### config.mk
export PLATFORM = sky130hd
export DESIGN_NAME = escaped_key_decoder_core
export DESIGN_NICKNAME = d
export VERILOG_FILES = /design/src/hdl/ekd_pkg.sv /design/src/hdl/ekd_parse.sv /design/src/hdl/ekd_out_reg.sv /design/src/hdl/escaped_key_decoder_core.sv
export SDC_FILE = /design/constraint.sdc
export NUM_CORES = 1
export LEC_CHECK = 0
export BUFFER_PORTS_ARGS = -buffer_cell sky130_fd_sc_hd__clkbuf_2
export CELL_PAD_IN_SITES_DETAIL_PLACEMENT = 0
export CELL_PAD_IN_SITES_GLOBAL_PLACEMENT = 1
export CORE_MARGIN = 2
export CORE_UTILIZATION = 44
export CTS_CLUSTER_DIAMETER = 120
export DETAILED_ROUTE_END_ITERATION = 6
export PLACE_DENSITY_LB_ADDON = 0.2
export SYNTH_ARGS = -nofsm -noshare
export SYNTH_HDL_FRONTEND = slang
export SYNTH_HIERARCHICAL = 1
export SYNTH_SLANG_ARGS = --single-unit
### constraint.sdc
create_clock -name clk -period 4.01 [get_ports clk]
set_clock_uncertainty 0.05 [all_clocks]
set_input_delay 0.6015 -clock clk [delete_from_list [all_inputs] [get_ports clk]]
set_output_delay 0.6015 -clock clk [all_outputs]
set_load 0.05 [all_outputs]
### src/hdl/ekd_pkg.sv
`timescale 1ns / 1ps
// ----------------------------------------------------------------------------
// Escaped key decoder package
// Shared constants and the result type passed from the parser to the output
// register.
// ----------------------------------------------------------------------------
package ekd_pkg;

  // Longest key in bytes that the decoder will emit.
  localparam logic [7:0] MAX_KEY_LEN = 8'd250;

  // End-of-string status codes.
  localparam logic [2:0] ST_OK      = 3'd0;
  localparam logic [2:0] ST_ILLEGAL = 3'd1;
  localparam logic [2:0] ST_BADHEX  = 3'd2;
  localparam logic [2:0] ST_CUTOFF  = 3'd3;
  localparam logic [2:0] ST_TOOLONG = 3'd4;

  // One result item.
  typedef struct packed {
    logic       byte_valid;
    logic [7:0] key_byte;
    logic       end_of_key;
    logic [2:0] status;
    logic       min_key;
  } ekd_result_t;

endpackage

### src/hdl/ekd_parse.sv
`timescale 1ns / 1ps
// ----------------------------------------------------------------------------
// Escaped key parser
// Holds the per-string parse state and decodes one character per transfer
// into an optional key byte and the end-of-string report.
// ----------------------------------------------------------------------------
module ekd_parse
  import ekd_pkg::*;
(
  input  logic        clk,
  input  logic        rst_n,
  input  logic        step,       // commit the current character
  input  logic [7:0]  ch,
  input  logic        is_last,
  input  logic        is_empty,
  output logic        res_valid,  // the current character yields a result
  output ekd_result_t res
);

  // Parse mode codes.
  localparam logic [3:0] MODE_START = 4'd0;
  localparam logic [3:0] MODE_BODY  = 4'd1;
  localparam logic [3:0] MODE_ESC1  = 4'd2;
  localparam logic [3:0] MODE_ESC2  = 4'd3;
  localparam logic [3:0] MODE_DASH  = 4'd4;
  localparam logic [3:0] MODE_DI    = 4'd5;
  localparam logic [3:0] MODE_DIN   = 4'd6;
  localparam logic [3:0] MODE_DINF  = 4'd7;

  logic [3:0] mode_r, mode_nxt;
  logic [3:0] high_r, high_nxt;
  logic [7:0] count_r, count_nxt;
  logic [2:0] err_r, err_nxt;

  logic       is_hex;
  logic [3:0] hex_val;
  logic       is_word;
  logic [7:0] lower;

  // Character classes.
  always_comb begin
    is_hex  = 1'b1;
    hex_val = 4'd0;
    if (ch >= 8'h30 && ch <= 8'h39) begin
      hex_val = 4'(ch - 8'h30);
    end else if (ch >= 8'h61 && ch <= 8'h66) begin
      hex_val = 4'(ch - 8'h57);
    end else if (ch >= 8'h41 && ch <= 8'h46) begin
      hex_val = 4'(ch - 8'h37);
    end else begin
      is_hex = 1'b0;
    end
  end

  assign is_word = (ch >= 8'h61 && ch <= 8'h7a) || (ch >= 8'h41 && ch <= 8'h5a) ||
                   (ch >= 8'h30 && ch <= 8'h39) || (ch == 8'h5f);
  assign lower   = ch | 8'h20;

  // Next state and result for the current character.
  always_comb begin
    logic       have;
    logic [7:0] kb;
    logic       bv;
    logic       done;
    have      = 1'b0;
    kb        = 8'd0;
    bv        = 1'b0;
    mode_nxt  = mode_r;
    high_nxt  = high_r;
    count_nxt = count_r;
    err_nxt   = err_r;

    if (!is_empty && err_r == ST_OK) begin
      case (mode_r)
        MODE_START, MODE_BODY: begin
          if (mode_r == MODE_START && ch == 8'h2d) begin
            mode_nxt = MODE_DASH;
          end else if (ch == 8'h5c) begin
            mode_nxt = MODE_ESC1;
          end else if (is_word) begin
            mode_nxt = MODE_BODY;
            kb       = ch;
            have     = 1'b1;
          end else begin
            err_nxt = ST_ILLEGAL;
          end
        end
        MODE_ESC1: begin
          if (is_hex) begin
            high_nxt = hex_val;
            mode_nxt = MODE_ESC2;
          end else begin
            err_nxt = ST_BADHEX;
          end
        end
        MODE_ESC2: begin
          if (is_hex) begin
            kb       = {high_r, hex_val};
            have     = 1'b1;
            mode_nxt = MODE_BODY;
          end else begin
            err_nxt = ST_BADHEX;
          end
        end
        MODE_DASH: begin
          if (lower == 8'h69) mode_nxt = MODE_DI;
          else err_nxt = ST_ILLEGAL;
        end
        MODE_DI: begin
          if (lower == 8'h6e) mode_nxt = MODE_DIN;
          else err_nxt = ST_ILLEGAL;
        end
        MODE_DIN: begin
          if (lower == 8'h66) mode_nxt = MODE_DINF;
          else err_nxt = ST_ILLEGAL;
        end
        default: begin
          err_nxt = ST_ILLEGAL;
        end
      endcase

      // Length check on an emitted byte.
      if (have) begin
        if (count_r < MAX_KEY_LEN) begin
          bv        = 1'b1;
          count_nxt = count_r + 8'd1;
        end else begin
          err_nxt = ST_TOOLONG;
          kb      = 8'd0;
        end
      end
    end

    done = is_empty || is_last;

    res            = '0;
    res.byte_valid = bv;
    res.key_byte   = kb;
    res.end_of_key = done;
    if (done) begin
      if (err_nxt != ST_OK) begin
        res.status = err_nxt;
      end else if (mode_nxt == MODE_ESC1 || mode_nxt == MODE_ESC2) begin
        res.status = ST_CUTOFF;
      end else if (mode_nxt == MODE_DASH || mode_nxt == MODE_DI ||
                   mode_nxt == MODE_DIN) begin
        res.status = ST_ILLEGAL;
      end else begin
        res.status  = ST_OK;
        res.min_key = (mode_nxt == MODE_DINF);
      end
      // A finished string returns everything to the start of string.
      mode_nxt  = MODE_START;
      high_nxt  = 4'd0;
      count_nxt = 8'd0;
      err_nxt   = ST_OK;
    end

    res_valid = done || bv;
  end

  // Parse state.
  always_ff @(posedge clk) begin
    if (!rst_n) begin
      mode_r  <= MODE_START;
      high_r  <= 4'd0;
      count_r <= 8'd0;
      err_r   <= ST_OK;
    end else if (step) begin
      mode_r  <= mode_nxt;
      high_r  <= high_nxt;
      count_r <= count_nxt;
      err_r   <= err_nxt;
    end
  end

endmodule

### src/hdl/ekd_out_reg.sv
`timescale 1ns / 1ps
// ----------------------------------------------------------------------------
// Escaped key output register
// Holds one result until the downstream side takes it, and takes a new one
// in the same cycle that the held result leaves.
// ----------------------------------------------------------------------------
module ekd_out_reg
  import ekd_pkg::*;
(
  input  logic        clk,
  input  logic        rst_n,
  input  logic        load_valid,
  input  ekd_result_t load_res,
  output logic        load_ready,
  output logic        out_valid,
  input  logic        out_ready,
  output ekd_result_t out_res
);

  logic        valid_r;
  ekd_result_t res_r;

  assign load_ready = !valid_r || out_ready;
  assign out_valid  = valid_r;
  assign out_res    = res_r;

  // Valid flag.
  always_ff @(posedge clk) begin
    if (!rst_n) begin
      valid_r <= 1'b0;
    end else if (load_ready) begin
      valid_r <= load_valid;
    end
  end

  // Payload.
  always_ff @(posedge clk) begin
    if (load_ready && load_valid) begin
      res_r <= load_res;
    end
  end

endmodule

### src/hdl/escaped_key_decoder_core.sv
`timescale 1ns / 1ps
// ----------------------------------------------------------------------------
// Escaped key decoder core
// A character taken into the input register is decoded there, and its result
// is loaded into the output register and transfers from it; one character
// per cycle is accepted when results are taken without stall. Characters
// that give no result never wait on the output side. Synchronous active-low
// reset clears the parse state and both valid flags; no clearing pass is
// needed.
// ----------------------------------------------------------------------------
module escaped_key_decoder_core
  import ekd_pkg::*;
(
  input  logic        clk,
  input  logic        rst_n,
  input  logic        in_tvalid,
  output logic        in_tready,
  input  logic [7:0]  in_tdata,   // [7:0] ch
  input  logic        in_tlast,   // is_last
  input  logic        in_tuser,   // is_empty
  output logic        out_tvalid,
  input  logic        out_tready,
  output logic [15:0] out_tdata,  // [7:0] key_byte, [10:8] status, [15:11] zero
  output logic        out_tlast,  // end_of_key
  output logic [1:0]  out_tuser   // [0] byte_valid, [1] min_key
);

  logic        in_valid_r;
  logic [7:0]  ch_r;
  logic        last_r;
  logic        empty_r;

  logic        res_valid;
  ekd_result_t res;
  logic        load_ready;
  logic        advance;
  ekd_result_t out_res;

  // A held character moves on when it yields nothing or the output can take it.
  assign advance   = in_valid_r && (!res_valid || load_ready);
  assign in_tready = !in_valid_r || advance;

  // Input register.
  always_ff @(posedge clk) begin
    if (!rst_n) begin
      in_valid_r <= 1'b0;
    end else if (in_tready) begin
      in_valid_r <= in_tvalid;
    end
  end

  always_ff @(posedge clk) begin
    if (in_tready && in_tvalid) begin
      ch_r    <= in_tdata;
      last_r  <= in_tlast;
      empty_r <= in_tuser;
    end
  end

  ekd_parse u_parse (
    .clk       (clk),
    .rst_n     (rst_n),
    .step      (advance),
    .ch        (ch_r),
    .is_last   (last_r),
    .is_empty  (empty_r),
    .res_valid (res_valid),
    .res       (res)
  );

  ekd_out_reg u_out (
    .clk        (clk),
    .rst_n      (rst_n),
    .load_valid (in_valid_r && res_valid),
    .load_res   (res),
    .load_ready (load_ready),
    .out_valid  (out_tvalid),
    .out_ready  (out_tready),
    .out_res    (out_res)
  );

  // Result transfer packing.
  assign out_tdata = {5'd0, out_res.status, out_res.key_byte};
  assign out_tlast = out_res.end_of_key;
  assign out_tuser = {out_res.min_key, out_res.byte_valid};

endmodule
### After elaboration in Yosys (flattened, before gate mapping)

Cells that the tools add are included.
Widths: inputs -> output; s select.

* $add $sub $neg: 4
* equal/unequal tests: 18
* bitwise logic cells: 1
* reductions and logical operators: 39
* magnitude comparators: 9
* multiplexer cells: 56

Operators by type and width (number)
* $mux 8: 10
* $mux 4: 17
* $mux 3: 13
* $le 8x7->1 const B: 4
* $eq 4x3->1 const B: 7
* $pmux 4 s6: 1
* $eq 7x6->1 const B: 3
* $eq 4x2->1 const B: 4
* $eq 8x7->1 const B: 2
* $ge 8x7->1 const B: 2
* $pmux 8 s2: 1
* $pmux 3 s5: 1
* $mux 1: 12
* $logic_and 1x1->1: 11
* $logic_or 1x1->1: 11
* $reduce_bool 2->1: 5
* $add 8x1->8 const B: 1
* $eq 8x6->1 const B: 1
* $ge 8x6->1 const B: 1
* $le 8x6->1 const B: 1
* $lt 8x8->1 const B: 1
* $reduce_and 4->1: 2
* $sub 4x3->4 const B: 2
* $eq 4x1->1 const B: 1
* other kinds (9): 13

* output and inout bits: 21
* input bits: 14
* word-level logic and storage cells: 141
* register bits: 45

### Logic depth before layout (Yosys ltp)

* depth after elaboration: 18
* mapped depth: 14
* gate-level depth less buffers: 13

### Cells and area by module

The synthesis kept the hierarchy.

By module, submodules not included
* ekd_parse: instances 1, sequential area each 380.4 sq um, cells each 233, area each 1756.7 sq um
* ekd_out_reg: instances 1, sequential area each 440.4 sq um, cells each 19, area each 478.0 sq um
* escaped_key_decoder_core: instances 1, sequential area each 320.3 sq um, cells each 24, area each 425.4 sq um

### Worst setup path after synthesis

No wires, ideal clock.

* kind: register to register
* start point: register ch_r[1]
* end point: register u_parse.count_r[6]
* data arrival time: 3352 ps
* cell stages (with the launch flop): 14
* path buffers: 1
* required time: 3890 ps
* period minus slack after synthesis: 3472 ps
* library setup time: 70 ps
* path slack: 538 ps
* path through: edfxtp_1 > inv_1 > ha_1 > nor4b_2 > o32ai_1 > a211oi_2 > a211oi_2 > nor3_2 > inv_1 > a21boi_1 > clkbuf_1 > o311ai_1 > or3_1 > a21oi_1

* longest elaborated chain between the ends: 17
* elaborated cells between the ends (all ways): 37
* classes of those cells: order compare (8); eq/ne (3); mux (11); reduce/logical (15)

RTL lines
* from (decl): RTL line escaped_key_decoder_core.sv:29 `logic [7:0] ch_r;`
* from (signal assigned): RTL line escaped_key_decoder_core.sv:54 `ch_r <= in_tdata;`
* $ge 8x7->1, or another cell as far along: RTL line ekd_parse.sv:46, ekd_parse.sv:55
* $logic_and 1x1->1: RTL line ekd_parse.sv:55 `assign is_word = (ch >= 8'h61 && ch <= 8'h7a) || (ch >= 8'h41 && ch <= 8'h5a) ||`
* $logic_or 1x1->1 (2 in series): RTL line ekd_parse.sv:55
* $logic_or 1x1->1: RTL line ekd_parse.sv:56 `(ch >= 8'h30 && ch <= 8'h39) || (ch == 8'h5f);`
* $mux 1: RTL line ekd_parse.sv:80 `end else if (is_word) begin`
* $mux 1: RTL line ekd_parse.sv:78 `end else if (ch == 8'h5c) begin`
* $mux 1: RTL line ekd_parse.sv:76 `if (mode_r == MODE_START && ch == 8'h2d) begin`
* $pmux 1 s2 *: RTL line ekd_parse.sv:74 `case (mode_r)`
* (+2 left out)
* $mux 1 *: RTL line ekd_parse.sv:73 `if (!is_empty && err_r == ST_OK) begin`
* $logic_or 1x1->1 *: RTL line ekd_parse.sv:159 `res_valid = done || bv;`
* named net res_valid: RTL line escaped_key_decoder_core.sv:33 `logic res_valid;`
* $logic_not 1->1 *: RTL line escaped_key_decoder_core.sv:40 `assign advance = in_valid_r && (!res_valid || load_ready);`
* $logic_or 1x1->1 *: RTL line escaped_key_decoder_core.sv:40
* $logic_and 1x1->1 *: RTL line escaped_key_decoder_core.sv:40
* named net advance: RTL line escaped_key_decoder_core.sv:36 `logic advance;`
* $reduce_and 4->1 (no line) *
* to (signal assigned): RTL line ekd_parse.sv:172 `count_r <= count_nxt;`
* to (decl): RTL line ekd_parse.sv:32 `logic [7:0] count_r, count_nxt;`

The timed path passes the listed nets; every way through them passes the cells marked *. The select of a mux whose other input is x is not followed.
A chain may end at the register's enable or synchronous reset.

### Worst setup path after layout

* start point: register ch_r[1]
* end point: output in_tready

* longest elaborated chain between the ends: 17
* elaborated cells between the ends (all ways): 36
* classes of those cells: order compare (8); eq/ne (3); mux (11); reduce/logical (14)

RTL lines
* $ge 8x7->1, or another cell as far along: RTL line ekd_parse.sv:46, ekd_parse.sv:55
* $logic_and 1x1->1: RTL line ekd_parse.sv:55
* $logic_or 1x1->1 (2 in series): RTL line ekd_parse.sv:55
* $logic_or 1x1->1: RTL line ekd_parse.sv:56
* $mux 1: RTL line ekd_parse.sv:80
* $mux 1: RTL line ekd_parse.sv:78
* $mux 1: RTL line ekd_parse.sv:76
* $pmux 1 s2 *: RTL line ekd_parse.sv:74
* $mux 1 *: RTL line ekd_parse.sv:73
* $mux 1 *: RTL line ekd_parse.sv:123 `if (have) begin`
* $mux 1 *: RTL line ekd_parse.sv:73
* $logic_or 1x1->1 *: RTL line ekd_parse.sv:159
* named net res_valid: RTL line escaped_key_decoder_core.sv:33
* $logic_not 1->1 *: RTL line escaped_key_decoder_core.sv:40
* $logic_or 1x1->1 *: RTL line escaped_key_decoder_core.sv:40
* $logic_and 1x1->1 *: RTL line escaped_key_decoder_core.sv:40
* $logic_or 1x1->1 *: RTL line escaped_key_decoder_core.sv:41 `assign in_tready = !in_valid_r || advance;`
* to (decl): RTL line escaped_key_decoder_core.sv:17 `output logic in_tready,`

Marked as above.

==> impl_metrics.csv <==
group,metric,value,unit
worst_setup_path,reg2reg_to,"u_parse/count_r[5]",
logic_synthesis,synth_top_area_share,27.1,%
cts,post_cts_buffers,0,
global_routing,grt_max_degree,17,
die,die_height,81.8,um
logic_synthesis,synth_warnings,6,
power_and_ir_drop,vdd_drop_max,0.131,mV
drt,routed-via-count,2234,
worst_setup_path,slowest_stage,"nor4b_1",
global_routing,grt_usage,19.7,%
placement,hpwl,4550,um
logic_synthesis,yosysUniqueCellTypes,67,
die,io_pins,35,
sta,fin_crit,3.68,ns
min_path,hold_path.class,"in -> reg",
logic_synthesis,synth_flop_cell,"edfxtp_1",
drt,postRouteAntennaNets,0,
finish,fillers,563,
worst_setup_path,r2r_start,"ch_r[1]",
power_and_ir_drop,powerDensity,352,mW/mm2
power_and_ir_drop,p_leak,1.09,nW
placement,place_area,0.00287,mm2
finish,layout_common_cells,"29 x clkbuf_2, 24 x edfxtp_1, 21 x dfxtp_1, 20 x nand2_1, 17 x nor2_1",
finish,diodes,0,
global_routing,antenna_found_initial,0,
sta,max_freq,0.272,GHz
logic_synthesis,ys_async_sr_fraction,0,%
die,die_w,81.8,um
placement,gp_congestion,0.908,
logic_synthesis,ys_seq_area_share,42.9,%
worst_setup_path,crit_end,"in_tready",
worst_setup_path,reg2reg_setup_slack,0.45,ns
die,placementRows,28,
drt,wl_per_cell,16.5,um
sta,finalSetupViolations,0,
placement,numPortBuffers,29,
worst_setup_path,path_common_cell,"inv_1",
outcome,outcome,"finished clean",
finish,design_area,0.00302,mm2
cts,numCtsBuffers,5,
die,fp.dieArea,0.00668,mm2
logic_synthesis,synth_cells,276,
drt,drc,0,
worst_setup_path,crit_type,"reg -> out",
sta,setup_tns,0,ns
logic_synthesis,ys_seq_elements,45,
flow_run,max_cap_violations,0,
logic_synthesis,synthTopCellsByArea,"edfxtp_1 27%, dfxtp_1 16%, a22oi_1 2.8%, ha_1 2.8%, nand2_1 2.8%",
worst_setup_path,crit_buf_inv,3,
cts,hold_buffers,0,
sta,post-route-period-util,91.7,%
finish,layout.nets,325,
worst_setup_path,cp_data_required_time,3.36,ns
global_routing,grt_pass1_vias,1941,
worst_setup_path,arrival,3.03,ns
sta,rsz0062_at_grt,"false",
worst_setup_path,worst-path-stages,10,
finish,area_growth_syn_to_layout,13.5,%
cts,clock-sinks,45,
cts,clk_pin_slew,0.09,ns
global_routing,globalRoute.totalOverflow,0,
drt,drt_iter0_drc,259,
cts,cts_tree,"built",
cts,clock_latency,0.30,ns
die,core_area,0.00589,mm2
worst_setup_path,startpoint,"ch_r[1]",
cts,htree_levels,2,
worst_setup_path,reg2regPathDepth,13,
drt,viasPerCell,5.86,
sta,tightest_slew,0.609,ns
worst_setup_path,cp_top_family,"simple AND/OR/NAND/NOR gates",
worst_setup_path,startpoint_type,"register",
logic_synthesis,syn-cell-area,0.00266,mm2
sta,hold_viol_final,0,
drt,first_pass_iters,5,
cts,clock_path_buffers,2,
cts,cts-root-buf,"clkbuf_8",
worst_setup_path,max_stage_delay,0.58,ns
finish,mostFrequentLayoutCell,"clkbuf_2",
global_routing,grt_pass1_wl,10100,um
drt,routed_wl,6290,um
logic_synthesis,syn_avg_cell_area,9.64,um2
die,start_util,45.2,%
worst_setup_path,cp_max_fo,9,
logic_synthesis,synth_edf_count,24,
worst_setup_path,cp-end-kind,"output port",
logic_synthesis,synth.largest_area_cell,"edfxtp_1",
finish,layout-drive-gt1-share,21.6,%
sta,slew_headroom,58.8,%
worst_setup_path,worstPathCellList,"inv_1 -> ha_1 -> nand4b_1 -> nor4b_1 -> nand3b_1 -> a211oi_2 -> nor3_4 -> inv_1 -> nand3b_4 -> clkbuf_2",
sta,slew_viol_final,0,
cts,cts-resized-gates,0,
==> final cells by class <==
cell class | instances | area, um2 | area share [%]
Inverter | 13 | 48.8 | 1.62
Sequential cell | 45 | 1140 | 37.8
Multi-Input combinational cell | 205 | 1420 | 46.9
Tap cell | 75 | 93.8 | 3.11
Timing Repair Buffer | 35 | 190 | 6.30
Clock buffer | 6 | 93.8 | 3.11
Clock inverter | 2 | 35.0 | 1.16
==> how the worst min path moves through the flow <==
stage / from / end / slack (ns) / cells past startpoint
2_1_floorplan: u_parse/count_r[7] / u_parse/count_r[7] / 0.38 / 1
3_3_place_gp: u_parse/count_r[7] / u_parse/count_r[7] / 0.40 / 1
3_5_place_dp: u_parse/count_r[7] / u_parse/count_r[7] / 0.41 / 1
4_1_cts: in_tdata[1] / ch_r[1] / 0.41 / 1
5_1_grt: in_tdata[4] / ch_r[4] / 0.41 / 1
6_report: in_tuser / empty_r / 0.42 / 1
==> state kept, by name, indices dropped and copies added, names as in the netlist <==
register and count:
u_parse/err_r 3, u_parse/high_r 4, in_valid_r 1, u_out/out_valid 1, u_out/out_res 14, u_parse/count_r 8, empty_r 1, last_r 1
ch_r 8, u_parse/mode_r 4
==> synthesized netlist by cell type (5+ instances only) <==
cell,n
and3_1,7
buf_4,5
a21oi_1,14
ha_1,6
nand2_1,20
nand4_1,8
nor2b_1,7
a22oi_1,10
edfxtp_1,24
nor3_1,6
clkbuf_1,6
nand3_1,7
nor2_1,17
inv_1,13
buf_2,6
o21ai_0,15
dfxtp_1,21
==> logic make-up (layout without fill, tap and decap cells) <==
kind of cell	Yosys count	in the layout	share of synthesized area (%)
AND/OR/NAND/NOR	109	109	24.9
XOR/XNOR	3	3	0.988
AO/OA/AOI/OAI	82	82	23.0
buffers and inverters	30	56	5.22
flip-flops	45	45	42.9
other	1	5	0.141
adder cells (fa/ha/maj)	6	6	2.82
==> stage by stage <==
step | hold slack (ns) | utilization, % | power, mW | cells | setup slack [ns]
CTS | 0.411 | 50.9 | 1.07 | 381 | 0.103
detailed placement | 0.407 | 48.7 | 0.689 | 373 | 0.261
global route | 0.407 | 51.3 | 1.11 | 381 | 0.0694
global placement | 0.400 | 48.7 | 0.689 | 373 | 0.377
finish | 0.421 | 51.3 | 1.06 | 381 | 0.331
floorplan | 0.384 | - | 0.650 | 280 | 0.538
==> power by group <==
part           total (mW)  internal [mW]  switching [mW]
clock               0.381          0.223           0.159
sequential          0.519          0.502          0.0166
combinational       0.163         0.0522           0.111
==> routing by layer <==
| metal | up-vias | GRT usage, % | wire [um] |
|---|---|---|---|
| met5 | - | 0 | 0 |
| met4 | 0 | 7.67 | 106 |
| met3 | 10 | 3.96 | 348 |
| met2 | 89 | 29.0 | 2850 |
| met1 | 1041 | 28.4 | 2980 |
| li1 | 1094 | - | - |
Note: power is estimated with default switching activity, not from simulation.
